[config.mk]
export PLATFORM = sky130hd
export DESIGN_NAME = cursor_linked_list_engine_unit
export DESIGN_NICKNAME = d
export VERILOG_FILES = /design/src/rtl/cle_pkg.sv /design/src/rtl/cle_ram.sv /design/src/rtl/cursor_linked_list_engine_unit.sv
export SDC_FILE = /design/constraint.sdc
export NUM_CORES = 1
export LEC_CHECK = 0
export ABC_AREA = 1
export ABC_CLOCK_PERIOD_IN_PS = 4100
export BUFFER_PORTS_ARGS = -buffer_cell sky130_fd_sc_hd__buf_2
export CAP_MARGIN = 15
export CORE_UTILIZATION = 35
export DETAILED_ROUTE_END_ITERATION = 10
export HOLD_SLACK_MARGIN = 0.12
export PLACE_DENSITY_LB_ADDON = 0.08
export SYNTH_ARGS = -nofsm -noshare
export SYNTH_HDL_FRONTEND = slang
export SYNTH_SLANG_ARGS = --single-unit
[constraint.sdc]
create_clock -name clk -period 4.1 [get_ports clk]
set_clock_uncertainty 0.1 [all_clocks]
set_input_delay 0.82 -clock clk [delete_from_list [all_inputs] [get_ports clk]]
set_output_delay 0.82 -clock clk [all_outputs]
set_load 0.02 [all_outputs]
[src/rtl/cle_pkg.sv]
`timescale 1ns / 1ps
// ----------------------------------------------------------------------------
// cle_pkg: shared definitions of the cursor linked list engine
// Pool geometry, operation and status codes, word types and slot helpers.
// ----------------------------------------------------------------------------
package cle_pkg;

	localparam int POOL_DEPTH   = 32;
	localparam int IDX_W        = $clog2(POOL_DEPTH + 1);
	localparam int ADDR_W       = (POOL_DEPTH > 1) ? $clog2(POOL_DEPTH) : 1;
	localparam int NODE_COUNT_W = 6;

	// index that points nowhere
	localparam logic [IDX_W-1:0] NULL_IDX = IDX_W'(POOL_DEPTH);

	localparam logic [3:0] OP_CLEAR   = 4'd0;
	localparam logic [3:0] OP_APPEND  = 4'd1;
	localparam logic [3:0] OP_REWIND  = 4'd2;
	localparam logic [3:0] OP_ADVANCE = 4'd3;
	localparam logic [3:0] OP_READ    = 4'd4;
	localparam logic [3:0] OP_DELETE  = 4'd5;
	localparam logic [3:0] OP_TAKE    = 4'd6;
	localparam logic [3:0] OP_CHANGE  = 4'd7;
	localparam logic [3:0] OP_INSERT  = 4'd8;

	localparam logic [1:0] STAT_OK      = 2'd0;
	localparam logic [1:0] STAT_REFUSED = 2'd1;
	localparam logic [1:0] STAT_FULL    = 2'd2;
	localparam logic [1:0] STAT_SKIPPED = 2'd3;

	localparam logic [7:0] NUL_BYTE  = 8'h00;
	localparam logic [7:0] SKIP_BYTE = 8'hFE;

	typedef struct packed {
		logic [3:0] operation;
		logic [7:0] char_value;
	} cmd_word_t;

	typedef struct packed {
		logic [7:0]              value;
		logic [1:0]              status;
		logic                    list_empty;
		logic                    at_end;
		logic [NODE_COUNT_W-1:0] node_count;
	} rsp_word_t;

	function automatic logic is_slot(input logic [IDX_W-1:0] idx);
		return idx < NULL_IDX;
	endfunction

	// lowest free slot of the pool, null when every slot is taken
	function automatic logic [IDX_W-1:0] lowest_free(input logic [POOL_DEPTH-1:0] used);
		logic [IDX_W-1:0] r;
		r = NULL_IDX;
		for (int i = POOL_DEPTH - 1; i >= 0; i--) begin
			if (!used[i]) begin
				r = IDX_W'(i);
			end
		end
		return r;
	endfunction

endpackage

[src/rtl/cle_ram.sv]
`timescale 1ns / 1ps
// ----------------------------------------------------------------------------
// cle_ram: generic simple dual-port RAM
// One write port, one registered read port with a read enable.
// ----------------------------------------------------------------------------
module cle_ram #(
	parameter int WIDTH = 8,
	parameter int DEPTH = 32
) (
	input  logic                                        clk,
	input  logic                                        we,
	input  logic [((DEPTH > 1) ? $clog2(DEPTH) : 1)-1:0] waddr,
	input  logic [WIDTH-1:0]                            wdata,
	input  logic                                        re,
	input  logic [((DEPTH > 1) ? $clog2(DEPTH) : 1)-1:0] raddr,
	output logic [WIDTH-1:0]                            rdata
);

	logic [WIDTH-1:0] mem_q [DEPTH];
	logic [WIDTH-1:0] rdata_q;

	always_ff @(posedge clk) begin
		if (we) begin
			mem_q[waddr] <= wdata;
		end
		// read data holds while re is low
		if (re) begin
			rdata_q <= mem_q[raddr];
		end
	end

	assign rdata = rdata_q;

endmodule

[src/rtl/cursor_linked_list_engine_unit.sv]
`timescale 1ns / 1ps
// ----------------------------------------------------------------------------
// cursor_linked_list_engine_unit: singly linked character list with cursor
// Node pool in two RAMs (characters and links), cursor ops on the next node.
// ----------------------------------------------------------------------------
// usage
//   cmd channel (cmd_valid / cmd_stall / cmd) carries one operation word;
//   rsp channel (rsp_valid / rsp_stall / rsp) returns exactly one result word
//   per command, in command order
//   a command passes through accept, issue (ram reads or first writes) and
//   commit (second link write and register update); the ram read port is
//   registered, so data read in issue is used in commit; cmd_stall is high
//   through issue and commit, so a new command is taken only after the last commits
//   rsp_valid rises at the edge that completes commit, when the result word
//   is loaded into the response register
//   the response register decouples the two sides: a command is accepted
//   while the previous result still waits; if rsp is stalled when the next
//   result is due, commit holds (no writes) until the register frees up
//   reset clears the list, cursor, counters and slot map at once; the node
//   rams need no clearing since only linked slots are ever read
// ----------------------------------------------------------------------------
module cursor_linked_list_engine_unit
	import cle_pkg::*;
(
	input  logic      clk,
	input  logic      arst_n,
	input  logic      cmd_valid,
	output logic      cmd_stall,
	input  cmd_word_t cmd,
	output logic      rsp_valid,
	input  logic      rsp_stall,
	output rsp_word_t rsp
);

	// sequencer codes
	localparam logic [1:0] S_IDLE   = 2'd0;
	localparam logic [1:0] S_ISSUE  = 2'd1;
	localparam logic [1:0] S_COMMIT = 2'd2;

	logic [1:0] state_q, state_d;

	// command held for the duration of its work
	logic [3:0] op_q;
	logic [7:0] ch_q;

	// list registers; cnext_q mirrors the link of the cursor node
	logic [IDX_W-1:0]      head_q, head_d;
	logic [IDX_W-1:0]      tail_q, tail_d;
	logic [IDX_W-1:0]      cur_q, cur_d;
	logic [IDX_W-1:0]      cnext_q, cnext_d;
	logic [IDX_W-1:0]      count_q, count_d;
	logic [POOL_DEPTH-1:0] used_q, used_d;
	logic [IDX_W-1:0]      free_q;

	// ram ports
	logic              char_we, char_re;
	logic [ADDR_W-1:0] char_waddr, char_raddr;
	logic [7:0]        char_wdata, char_rdata;
	logic              link_we, link_re;
	logic [ADDR_W-1:0] link_waddr, link_raddr;
	logic [IDX_W-1:0]  link_wdata, link_rdata;

	logic      rsp_valid_q;
	rsp_word_t rsp_q, rsp_d;
	logic      go;
	logic      commit;
	logic      ch_ok;

	assign cmd_stall = (state_q != S_IDLE);
	assign rsp_valid = rsp_valid_q;
	assign rsp       = rsp_q;

	// commit may proceed once the response register can take the result
	assign go    = !rsp_valid_q || !rsp_stall;
	assign ch_ok = (ch_q != NUL_BYTE) && (ch_q != SKIP_BYTE);

	cle_ram #(.WIDTH(8), .DEPTH(POOL_DEPTH)) u_char_ram (
		.clk   (clk),
		.we    (char_we),
		.waddr (char_waddr),
		.wdata (char_wdata),
		.re    (char_re),
		.raddr (char_raddr),
		.rdata (char_rdata)
	);

	cle_ram #(.WIDTH(IDX_W), .DEPTH(POOL_DEPTH)) u_link_ram (
		.clk   (clk),
		.we    (link_we),
		.waddr (link_waddr),
		.wdata (link_wdata),
		.re    (link_re),
		.raddr (link_raddr),
		.rdata (link_rdata)
	);

	always_comb begin
		char_we    = 1'b0;
		char_re    = 1'b0;
		char_waddr = free_q[ADDR_W-1:0];
		char_wdata = ch_q;
		char_raddr = cur_q[ADDR_W-1:0];
		link_we    = 1'b0;
		link_re    = 1'b0;
		link_waddr = free_q[ADDR_W-1:0];
		link_wdata = NULL_IDX;
		link_raddr = cnext_q[ADDR_W-1:0];
		head_d     = head_q;
		tail_d     = tail_q;
		cur_d      = cur_q;
		cnext_d    = cnext_q;
		count_d    = count_q;
		used_d     = used_q;
		commit     = 1'b0;
		rsp_d      = '0;
		rsp_d.status = STAT_OK;

		// issue: reads of the nodes involved, or writes of a fresh node
		if (state_q == S_ISSUE) begin
			unique case (op_q) inside
				OP_APPEND: begin
					if (ch_ok && is_slot(free_q)) begin
						char_we = 1'b1;
						link_we = 1'b1;
					end
				end
				OP_REWIND: begin
					link_re    = is_slot(head_q);
					link_raddr = head_q[ADDR_W-1:0];
				end
				OP_ADVANCE: begin
					link_re = is_slot(cnext_q);
				end
				OP_READ: begin
					char_re = is_slot(cur_q);
				end
				OP_DELETE, OP_TAKE: begin
					link_re    = is_slot(cnext_q);
					char_re    = is_slot(cnext_q);
					char_raddr = cnext_q[ADDR_W-1:0];
				end
				OP_CHANGE: begin
					char_we    = is_slot(cnext_q);
					char_waddr = cnext_q[ADDR_W-1:0];
				end
				OP_INSERT: begin
					if (is_slot(cur_q) && is_slot(free_q)) begin
						char_we    = 1'b1;
						link_we    = 1'b1;
						link_wdata = cnext_q;
					end
				end
				default: begin
				end
			endcase
		end

		// commit: relinking and register update, result formed from new state
		if ((state_q == S_COMMIT) && go) begin
			commit = 1'b1;
			unique case (op_q) inside
				OP_CLEAR: begin
					used_d  = '0;
					head_d  = NULL_IDX;
					tail_d  = NULL_IDX;
					cur_d   = NULL_IDX;
					cnext_d = NULL_IDX;
					count_d = '0;
				end
				OP_APPEND: begin
					if (!ch_ok) begin
						rsp_d.status = STAT_SKIPPED;
					end else if (!is_slot(free_q)) begin
						rsp_d.status = STAT_FULL;
					end else begin
						if (is_slot(tail_q)) begin
							link_we    = 1'b1;
							link_waddr = tail_q[ADDR_W-1:0];
							link_wdata = free_q;
							if (tail_q == cur_q) begin
								cnext_d = free_q;
							end
						end else begin
							// first node of an empty list takes the cursor
							head_d  = free_q;
							cur_d   = free_q;
							cnext_d = NULL_IDX;
						end
						tail_d  = free_q;
						count_d = count_q + 1'b1;
						used_d[free_q[ADDR_W-1:0]] = 1'b1;
					end
				end
				OP_REWIND: begin
					cur_d   = head_q;
					cnext_d = is_slot(head_q) ? link_rdata : NULL_IDX;
				end
				OP_ADVANCE: begin
					if (is_slot(cnext_q)) begin
						cur_d   = cnext_q;
						cnext_d = link_rdata;
					end else begin
						rsp_d.status = STAT_REFUSED;
					end
				end
				OP_READ: begin
					if (is_slot(cur_q)) begin
						rsp_d.value = char_rdata;
					end else begin
						rsp_d.status = STAT_REFUSED;
					end
				end
				OP_DELETE, OP_TAKE: begin
					if (is_slot(cnext_q)) begin
						link_we    = 1'b1;
						link_waddr = cur_q[ADDR_W-1:0];
						link_wdata = link_rdata;
						cnext_d    = link_rdata;
						used_d[cnext_q[ADDR_W-1:0]] = 1'b0;
						// removing the tail leaves the cursor node as tail
						if (tail_q == cnext_q) begin
							tail_d = cur_q;
						end
						if (count_q != '0) begin
							count_d = count_q - 1'b1;
						end
						if (op_q == OP_TAKE) begin
							rsp_d.value = char_rdata;
						end
					end else begin
						rsp_d.status = STAT_REFUSED;
					end
				end
				OP_CHANGE: begin
					if (!is_slot(cnext_q)) begin
						rsp_d.status = STAT_REFUSED;
					end
				end
				OP_INSERT: begin
					if (!is_slot(cur_q)) begin
						rsp_d.status = STAT_REFUSED;
					end else if (!is_slot(free_q)) begin
						rsp_d.status = STAT_FULL;
					end else begin
						link_we    = 1'b1;
						link_waddr = cur_q[ADDR_W-1:0];
						link_wdata = free_q;
						cnext_d    = free_q;
						if (tail_q == cur_q) begin
							tail_d = free_q;
						end
						count_d = count_q + 1'b1;
						used_d[free_q[ADDR_W-1:0]] = 1'b1;
					end
				end
				default: begin
					rsp_d.status = STAT_REFUSED;
				end
			endcase
			rsp_d.list_empty = (count_d == '0);
			rsp_d.at_end     = !(is_slot(cur_d) && is_slot(cnext_d));
			rsp_d.node_count = NODE_COUNT_W'(count_d);
		end
	end

	always_comb begin
		state_d = state_q;
		unique case (state_q)
			S_IDLE: begin
				if (cmd_valid) begin
					state_d = S_ISSUE;
				end
			end
			S_ISSUE: begin
				state_d = S_COMMIT;
			end
			S_COMMIT: begin
				if (go) begin
					state_d = S_IDLE;
				end
			end
			default: begin
				state_d = S_IDLE;
			end
		endcase
	end

	always_ff @(posedge clk or negedge arst_n) begin
		if (!arst_n) begin
			state_q     <= S_IDLE;
			head_q      <= NULL_IDX;
			tail_q      <= NULL_IDX;
			cur_q       <= NULL_IDX;
			cnext_q     <= NULL_IDX;
			count_q     <= '0;
			used_q      <= '0;
			free_q      <= '0;
			rsp_valid_q <= 1'b0;
		end else begin
			state_q <= state_d;
			head_q  <= head_d;
			tail_q  <= tail_d;
			cur_q   <= cur_d;
			cnext_q <= cnext_d;
			count_q <= count_d;
			used_q  <= used_d;
			// free slot is registered from the slot map, settled before next issue
			free_q  <= lowest_free(used_q);
			if (commit) begin
				rsp_valid_q <= 1'b1;
			end else if (!rsp_stall) begin
				rsp_valid_q <= 1'b0;
			end
		end
	end

	// payload registers
	always_ff @(posedge clk) begin
		if (cmd_valid && !cmd_stall) begin
			op_q <= cmd.operation;
			ch_q <= cmd.char_value;
		end
		if (commit) begin
			rsp_q <= rsp_d;
		end
	end

	// slot map and node count agree
	assert property (@(posedge clk) disable iff (!arst_n)
		$countones(used_q) == int'(count_q))
		else $error("slot map and node count disagree");

	// an empty list has no head, tail or cursor
	assert property (@(posedge clk) disable iff (!arst_n)
		(count_q == '0) |-> ((head_q == NULL_IDX) && (tail_q == NULL_IDX)
			&& (cur_q == NULL_IDX)))
		else $error("empty list still holds pointers");

	// an empty cursor has no successor
	assert property (@(posedge clk) disable iff (!arst_n)
		(cur_q == NULL_IDX) |-> (cnext_q == NULL_IDX))
		else $error("successor without cursor");

	// the tail node never has a successor mirrored at the cursor
	assert property (@(posedge clk) disable iff (!arst_n)
		((cur_q == tail_q) && (cur_q != NULL_IDX)) |-> (cnext_q == NULL_IDX))
		else $error("cursor at tail but successor set");

	// a result is only loaded when the response register is free
	assert property (@(posedge clk) disable iff (!arst_n)
		commit |-> (!rsp_valid_q || !rsp_stall))
		else $error("result overwrote a waiting word");

endmodule
==> results of run 1 <==
-- state kept, by name (all words and copies together), names as in the netlist, 8 cells and up --
| name | count |
|---|---|
| rsp | 18 |
| u_char_ram.rdata | 8 |
| u_char_ram.mem_q | 256 |
| u_link_ram.mem_q | 192 |
| used_q | 32 |
| ch_q | 8 |
-- power groups by stage --
stage                     logic (mW)  clock network (mW)  registers [mW]
after detailed placement        5.52                   0            7.01
after CTS                       5.54                6.00            6.90
after floorplan                 3.64                   0            6.93
after global routing            6.05                6.20            6.93
after global placement          5.53                   0            7.01
final                           5.52                5.87            6.90
-- layout make-up --
cell class                 count  area share
clock buffer                  76      0.0585
clock inverter                38      0.0190
inverter                     108      0.0148
multi-input combinational   1323       0.241
sequential                   563       0.594
tap                          931      0.0418
timing repair buffer         116      0.0309
-- metrics by stage --
stage	utilization	hold WS (ns)	TNS [ns]	cells	setup slack, ns
after floorplan	-	0.336	0	2100	0.544
final	0.407	0.228	0	3155	0.287
after detailed placement	0.375	0.363	0	3041	0.304
after global placement	0.375	0.369	0	3041	0.477
after global routing	0.407	0.246	-1.41	3155	-0.0725
after CTS	0.407	0.231	0	3155	0.274
-- cell usage after synthesis (3+ instances only) --
master      n
nand2_1   177
a22o_1      4
and3_1      4
xor2_1      3
clkbuf_1   35
nor2_2      6
a21oi_1    25
o22ai_1    55
buf_2      48
nor2_1    441
a31oi_1    26
a221oi_1    3
nor3_1     12
dfrtp_1    67
inv_2      24
o21bai_1    5
nand4_1    10
o21ai_1    26
o221ai_1   78
clkinv_1    3
nand3_1    39
nand2_2     4
nor2_4      8
o21ai_0   313
o211a_1     6
dfstp_2     4
buf_6      11
a311oi_1   10
o211ai_1   26
inv_1      78
ha_1        3
edfxtp_1  492
o21ai_2    10
nor4_1      4
buf_4      10
-- how the worst min path moves through the flow --
stage	endpoint	cells after the start
after floorplan	free_q[0]	1
after global placement	free_q[0]	1
after detailed placement	free_q[0]	1
after CTS	ch_q[3]	1
after global routing	ch_q[3]	1
final	state_q[1]	1
-- cells by family (layout without fill, tap and decap cells) --
| group | Yosys count | after routing | synth area share |
|---|---|---|---|
| xor+xnor | 5 | 5 | 0.00181 |
| compound gates | 603 | 603 | 0.152 |
| flops | 563 | 563 | 0.683 |
| buf+inv | 214 | 338 | 0.0408 |
| simple gates | 712 | 712 | 0.121 |
| fa+ha+maj | 3 | 3 | 0.00155 |
-- layout by cell type, fill, tap and decap left out, types with 10 or more instances in the layout --
cell type  synthesis  routed
nand2_1          177     177
o22ai_1           55      55
o211ai_1          26      26
nand3_1           39      39
nor3_1            12      12
o21ai_0          313     310
clkinv_2           1      13
a311oi_1          10      10
clkinv_1           3      11
inv_2             24      23
dfrtp_1           67      67
buf_2             48      34
inv_1             78      78
nor2_1           441     440
o21ai_2           10      10
o221ai_1          78      78
a31oi_1           26      26
a21oi_1           25      25
clkbuf_16          0      61
clkbuf_1          35      10
edfxtp_1         492     492
o21ai_1           26      26
nand4_1           10      10
bufinv_16          0      12
buf_4             10      76
-- worst max-delay path, stage by stage (launching register included) --
cell and delay, ns:
edfxtp_1 0.44, nor2_1 0.09, inv_2 0.13, nor2_2 0.06, inv_2 0.07, nor2_4 0.07
nor2_2 0.41, inv_2 0.17, nor2_2 0.24, nor2_1 0.07, buf_4 0.17, inv_1 0.09
o22ai_1 0.11, a21oi_1 0.20, nand2_1 0.43, nor2_1 0.56
-- routing by layer --
metal	vias to the layer above	GRT usage
met5	-	0
met3	110	0.0258
li1	7840	-
met2	555	0.316
met4	0	0.0550
met1	8373	0.293
==> results.json, run 1 <==
{
  "outcome": "finished, final reports clean",
  "finalCritPeriodShare": 0.930,
  "cts.clk_slew.worst_paths_ns": 0.06,
  "startpoint": "op_q[3]",
  "grt_pass1_vias": 16922,
  "met3WireLength_um": 3980,
  "die_h_um": 265,
  "required_ns": 4.25,
  "synth-seq-area-share": 0.683,
  "tightest_slew_ns": 0.960,
  "cts_buffers": 60,
  "p_total_mw": 18.3,
  "path_max_fanout": 12,
  "layout-drive-gt1-share": 0.128,
  "port_buffers": 35,
  "drt-total-wl_um": 70400,
  "worst_setup_path_start_kind": "flop",
  "yosysUniqueCellTypes": 60,
  "wl_met2_um": 31700,
  "p_sw_frac": 0.357,
  "maxSlewViolCount": 0,
  "rsz0062_at_grt": "true",
  "diodes": 0,
  "worstReg2RegStart": "op_q[3]",
  "p_int_mw": 11.8,
  "route.detailed.drc": 0,
  "routed.top_layer": "met4",
  "endpoint_kind": "flop",
  "antenna_found_initial": 0,
  "nets": 2191,
  "seqCellArea_mm2": 0.0166,
  "seq_power_share": 0.377,
  "cts_root_buf": "clkbuf_16",
  "async_flop_share": 0.126,
  "fin_area_mm2": 0.0279,
  "fmax_ghz": 0.262,
  "drtAntennaViolNets": 0,
  "syn_to_final_growth_pct": 15.1,
  "leakagePower_nw": 9.52,
  "cts_tree": "done",
  "hp-class": "in -> async",
  "coreArea_mm2": 0.0686,
  "synth_ff_type": "edfxtp_1",
  "clkPwrFrac": 0.321,
  "die-area_mm2": 0.0703,
  "ys_top_cells_by_area": "edfxtp_1, dfrtp_1, nor2_1",
  "place_congestion": 0.927,
  "placed_cell_area_mm2": 0.0257,
  "cp-endpoint": "u_link_ram.mem_q[24][2]",
  "r2r_cells": 15,
  "grt_pass1_wl_um": 107000,
  "routed_via_density": 5.35,
  "regToRegSetupSlack_ns": 0.29,
  "vias": 16878,
  "comb_power_share": 0.302,
  "ctsResizeCount": 0,
  "htree_num_levels": 2,
  "start_util": 0.353,
  "grt.overflow.total": 0,
  "setup_viol": 0,
  "synthCells": 2100,
  "grtUsageTotal": 0.201,
  "die_x_um": 265,
  "yosysTopAreaCell": "edfxtp_1",
  "reg2reg_to": "u_link_ram.mem_q[24][2]",
  "critPathArrivalTime_ns": 3.96,
  "ir_worst_vdd_v": 0.000422,
  "synth_edf_count": 492,
  "num-fill-cells": 6500,
  "cellPowerDensity_mw_per_mm2": 656,
  "ys_warn_count": 0,
  "cts.sinks": 563,
  "row_count": 96,
  "multi_input_area_mm2": 0.00673,
  "slew-limit-headroom": 0.360,
  "cap_violations": 0,
  "hold_viol_final": 0,
  "yosysTopAreaCellShare": 0.610,
  "wire_per_inst_um": 22.3,
  "synth_seq_cells": 563,
  "grt_max_degree": 129,
  "cts_setup_buffers": 0,
  "drt-met1-wl_um": 33100,
  "crit_type": "reg -> reg",
  "syn-cell-area_mm2": 0.0242,
  "clock_latency_ns": 0.63,
  "syn_nets": 2119,
  "clockBufferDepth": 3,
  "firstDrtPassIters": 7,
  "power.switching_mw": 6.53,
  "postCtsHoldBufs": 0,
  "hpwl_um": 44200,
  "io-pin-count": 36,
  "syn_area_per_cell_um2": 11.5,
  "period_minus_slack_ns": 3.81,
  "drt_iter0_markers": 1673
}
(Power assumes the default switching activity.)
==> inputs of run 2 (changes only) <==
- CAP_MARGIN: 15 -> unset
- CORE_MARGIN: unset -> 4
- CORE_UTILIZATION: 35 -> 30
==> results.json, run 2 (synthesized netlist as in run 1, its figures left out) <==
{
  "outcome": "finished, final reports clean",
  "setup_tns_ns": 0,
  "setup_viol": 0,
  "tightest_slew_ns": 1.03,
  "antenna_found_initial": 1,
  "firstDrtPassIters": 5,
  "crit_slowest_cell": "nor2_1",
  "htree_num_levels": 2,
  "layout-drive-gt1-share": 0.127,
  "cts.sinks": 563,
  "grtUsageTotal": 0.168,
  "top_register": "u_char_ram.mem_q",
  "grt_pass1_vias": 16997,
  "placed_cell_area_mm2": 0.0258,
  "nets": 2191,
  "die-area_mm2": 0.0854,
  "die_h_um": 292,
  "wire_per_inst_um": 22.4,
  "dp.cells": 3159,
  "die_x_um": 292,
  "route.detailed.drc": 0,
  "grt.overflow.total": 0,
  "maxSlewViolCount": 0,
  "cpPeakStageDelay_ns": 0.50,
  "worst_setup_path_start_kind": "flop",
  "required_ns": 4.24,
  "routed_via_density": 5.13,
  "rsz0062_at_grt": "false",
  "syn_to_final_growth_pct": 15.3,
  "postCtsHoldBufs": 0,
  "io-pin-count": 36,
  "hold_viol_final": 0,
  "path_cells": "nor2_1, inv_2, nor2_2, inv_2, nor2_4, nor2_2, inv_2, nor2_2, nor2_1, inv_1, o22ai_1, nand2_1, inv_1, nand2_2, nor2_1",
  "place_congestion": 0.857,
  "coreArea_mm2": 0.0795,
  "period_minus_slack_ns": 3.87,
  "ir_worst_vdd_v": 0.000358,
  "drt-total-wl_um": 73300,
  "cap_violations": 0,
  "largest_reg_flops": 256,
  "drtAntennaViolNets": 0,
  "start_util": 0.305,
  "final_cell_mix": "edfxtp_1, nor2_1, o21ai_0",
  "cts_root_buf": "clkbuf_16",
  "leakagePower_nw": 9.46,
  "row_count": 103,
  "layout_commonest_cell": "edfxtp_1",
  "port_buffers": 35,
  "grt_pass1_wl_um": 110000,
  "fin_area_mm2": 0.0280,
  "num-fill-cells": 7851,
  "cellPowerDensity_mw_per_mm2": 656,
  "clockBufferDepth": 3,
  "grt_max_degree": 129,
  "path_max_fanout": 12,
  "fmax_ghz": 0.258,
  "cts_setup_buffers": 0,
  "endpoint_kind": "flop",
  "layout_setup_ws_ns": 0.230,
  "place_ws_ns": 0.329,
  "critPathArrivalTime_ns": 4.01,
  "hpwl_um": 47000,
  "vias": 16808,
  "diodes": 0,
  "slew-limit-headroom": 0.309,
  "p_total_mw": 18.3,
  "hp-class": "in -> async",
  "crit_type": "reg -> reg",
  "finalCritPeriodShare": 0.944,
  "clock_latency_ns": 0.62,
  "cts.clk_slew.worst_paths_ns": 0.06,
  "final_cells": 3274,
  "drt_iter0_markers": 1280,
  "cts_tree": "done",
  "reg_top3": "u_char_ram.mem_q: 256 flops, u_link_ram.mem_q: 192 flops, used_q: 32 flops",
  "cts_buffers": 61
}
==> run 2: critical path, delay by kind of cell (launching register included) <==
family,cells,cell delay (ns)
AOI/OAI and AO/OA,1,0.29
and+or+nand+nor,9,2.04
DFF,1,0.48
buffers and inverters,5,0.57
==> run 2: area by class of cell <==
class,count,area [µm²],share of cell area
Clock inverter,46,523,0.0187
Tap cell,1050,1310,0.0470
Inverter,108,413,0.0148
Clock buffer,69,1590,0.0568
Multi-Input combinational cell,1323,6730,0.241
Sequential cell,563,16600,0.592
Timing Repair Buffer,115,828,0.0296
==> run 2: worst paths after layout <==
kind	to	cells past startpoint	from	slack, ns
worst max-delay path	u_link_ram.mem_q[27][1]	15	op_q[3]	0.23
worst min-delay path	cur_q[0]	1	arst_n	0.24
min in group clk	ch_q[0]	1	cmd[0]	0.28
worst min register to register	free_q[0]	1	used_q[1]	0.38
worst max register to register	u_link_ram.mem_q[27][1]	15	op_q[3]	0.23
max in group asynchronous	used_q[16]	1	arst_n	3.01
==> run 2: timing repair <==
item                       in CTS  in global routing
hold endpoints to repair        0                  0
gates resized for setup         0                  1
setup endpoints to repair       0                  2
==> run 2: per-stage QoR <==
step	utilization	hold slack [ns]
CTS	0.351	0.234
global placement	0.325	0.374
floorplan	-	0.336
detailed placement	0.325	0.389
global route	0.352	0.240
finish	0.352	0.240
==> run 2: power breakdown <==
group          internal (mW)  switching [mW]
clock                   3.46            2.33
sequential              6.61           0.225
combinational           1.59            4.10
total                   11.7            6.66
==> run 2: layer usage <==
layer | vias to the layer above | track usage | part of all wire
met2 | 473 | 0.274 | 0.46
li1 | 7847 | - | -
met1 | 8388 | 0.237 | 0.47
met4 | 0 | 0.0368 | 0.019
met3 | 100 | 0.0267 | 0.054
met5 | - | 0 | 0
==> inputs of run 3 (changes only) <==
- BUFFER_PORTS_ARGS: -buffer_cell sky130_fd_sc_hd__buf_2 -> -buffer_cell sky130_fd_sc_hd__buf_4
- CTS_BUF_LIST: unset -> sky130_fd_sc_hd__clkbuf_16
- RECOVER_POWER: unset -> 25
==> results.json, run 3 (synthesized netlist as in run 1, its figures left out) <==
{
  "hold_ws_ns": 0.323,
  "antenna_found_initial": 0,
  "route.detailed.drc": 0,
  "hpwl_um": 46800,
  "dp.cells": 3164,
  "crit_slowest_cell": "nor2_1",
  "routed_via_density": 5.18,
  "final_cell_mix": "edfxtp_1, nor2_1, o21ai_0",
  "rsz0062_at_grt": "true",
  "hold_viol_final": 0,
  "clock_latency_ns": 0.61,
  "cts_setup_buffers": 0,
  "io-pin-count": 36,
  "largest_reg_flops": 256,
  "wire_per_inst_um": 22.6,
  "cts.sinks": 563,
  "row_count": 103,
  "firstDrtPassIters": 5,
  "syn_to_final_growth_pct": 16.1,
  "layout-drive-gt1-share": 0.122,
  "grtUsageTotal": 0.170,
  "vias": 17004,
  "cellPowerDensity_mw_per_mm2": 661,
  "htree_num_levels": 3,
  "die_h_um": 292,
  "critPathArrivalTime_ns": 4.04,
  "path_max_fanout": 33,
  "coreArea_mm2": 0.0795,
  "setup_viol": 0,
  "cts_tree": "done",
  "cts_root_buf": "clkbuf_16",
  "hp-class": "in -> reg",
  "fmax_ghz": 0.256,
  "outcome": "finished with violations",
  "tightest_slew_ns": 2.00,
  "place_congestion": 0.884,
  "path_cells": "nor2_2, inv_2, a21oi_2, nand2_4, buf_4, inv_1, nor2_2, buf_4, nor3_1, o22ai_1, a21oi_1, nand2_1, nor2_1",
  "final_cells": 3284,
  "drtAntennaViolNets": 0,
  "maxSlewViolCount": 192,
  "cap_violations": 5,
  "path_delay_family": "simple AND/OR/NAND/NOR gates",
  "crit_type": "reg -> reg",
  "drt-total-wl_um": 74300,
  "failed_checks": "max-capacitance violations, max-slew violations",
  "period_minus_slack_ns": 3.90,
  "cts_buffers": 67,
  "cpPeakStageDelay_ns": 0.56,
  "ir_worst_vdd_v": 0.000449,
  "top_register": "u_char_ram.mem_q",
  "nets": 2202,
  "worst_setup_path_start_kind": "flop",
  "crit_buf_inv": 4,
  "reg_top3": "u_char_ram.mem_q: 256 flops, u_link_ram.mem_q: 192 flops, used_q: 32 flops",
  "grt_pass1_wl_um": 111000,
  "endpoint_kind": "flop",
  "start_util": 0.305,
  "postCtsHoldBufs": 0,
  "grt_pass1_vias": 17166,
  "cts.clk_slew.worst_paths_ns": 0.06,
  "drt_iter0_markers": 1663,
  "slew-limit-headroom": -0.333,
  "layout_commonest_cell": "edfxtp_1",
  "port_buffers": 35,
  "grt_max_degree": 129,
  "die-area_mm2": 0.0854,
  "ctsResizeCount": 0,
  "required_ns": 4.23,
  "leakagePower_nw": 9.55,
  "finalCritPeriodShare": 0.952,
  "die_x_um": 292,
  "grt.overflow.total": 0,
  "clockBufferDepth": 3
}
## run 3: cell count changes in the layout (fill, tap and decap cells not counted), sizes merged
cell	before	now
buf	115	97
clkinv	32	36
clkbuf	69	90
bufinv	11	8
diode	0	1
clkinvlp	8	3
inv	103	113
## run 3: worst paths after layout
path | slack [ns] | cells past startpoint | end | startpoint
setup / recovery | 0.20 | 13 | u_link_ram.mem_q[21][4] | op_q[3]
hold / removal | 0.32 | 1 | ch_q[3] | cmd[3]
setup reg to reg | 0.20 | 13 | u_link_ram.mem_q[21][4] | op_q[3]
hold reg to reg | 0.37 | 1 | free_q[0] | used_q[1]
max in group asynchronous | 2.11 | 1 | used_q[8] | arst_n
min in group asynchronous | 0.62 | 1 | rsp_valid | arst_n
## run 3: routing by layer
metal	track usage	up-vias	part of all wire
li1	-	7862	-
met1	0.249	8555	0.49
met2	0.264	489	0.45
met3	0.0271	98	0.050
met4	0.0435	0	0.018
met5	0	-	0
## run 3: metrics by stage
step / instance area (µm²) / setup WS (ns) / power, mW / TNS (ns) / utilization
2_1_floorplan: 24200 / 0.544 / 10.6 / 0 / -
3_3_place_gp: 26000 / 0.264 / 12.7 / 0 / 0.327
3_5_place_dp: 26000 / 0.167 / 12.7 / 0 / 0.327
4_1_cts: 28200 / 0.163 / 18.8 / 0 / 0.355
5_1_grt: 28100 / -0.0438 / 19.6 / -0.960 / 0.354
6_report: 28100 / 0.197 / 18.6 / 0 / 0.354
## run 3: cell type report
type                            count  area [µm²]
Sequential cell                   563       16600
Clock buffer                       67        1680
Fill cell                        7822       51400
Multi-Input combinational cell   1323        6730
Timing Repair Buffer              120         915
Antenna cell                        1        2.50
Tap cell                         1050        1310
Inverter                          108         413
Clock inverter                     52         528
## run 3: report_power, final
group          switching, mW  internal (mW)  total (mW)  leakage [nW]
logic                   4.10           1.61        5.71          3.00
clock network           2.46           3.52        5.98          1.10
registers              0.276           6.62        6.90          5.45
total                   6.84           11.8        18.6          9.55
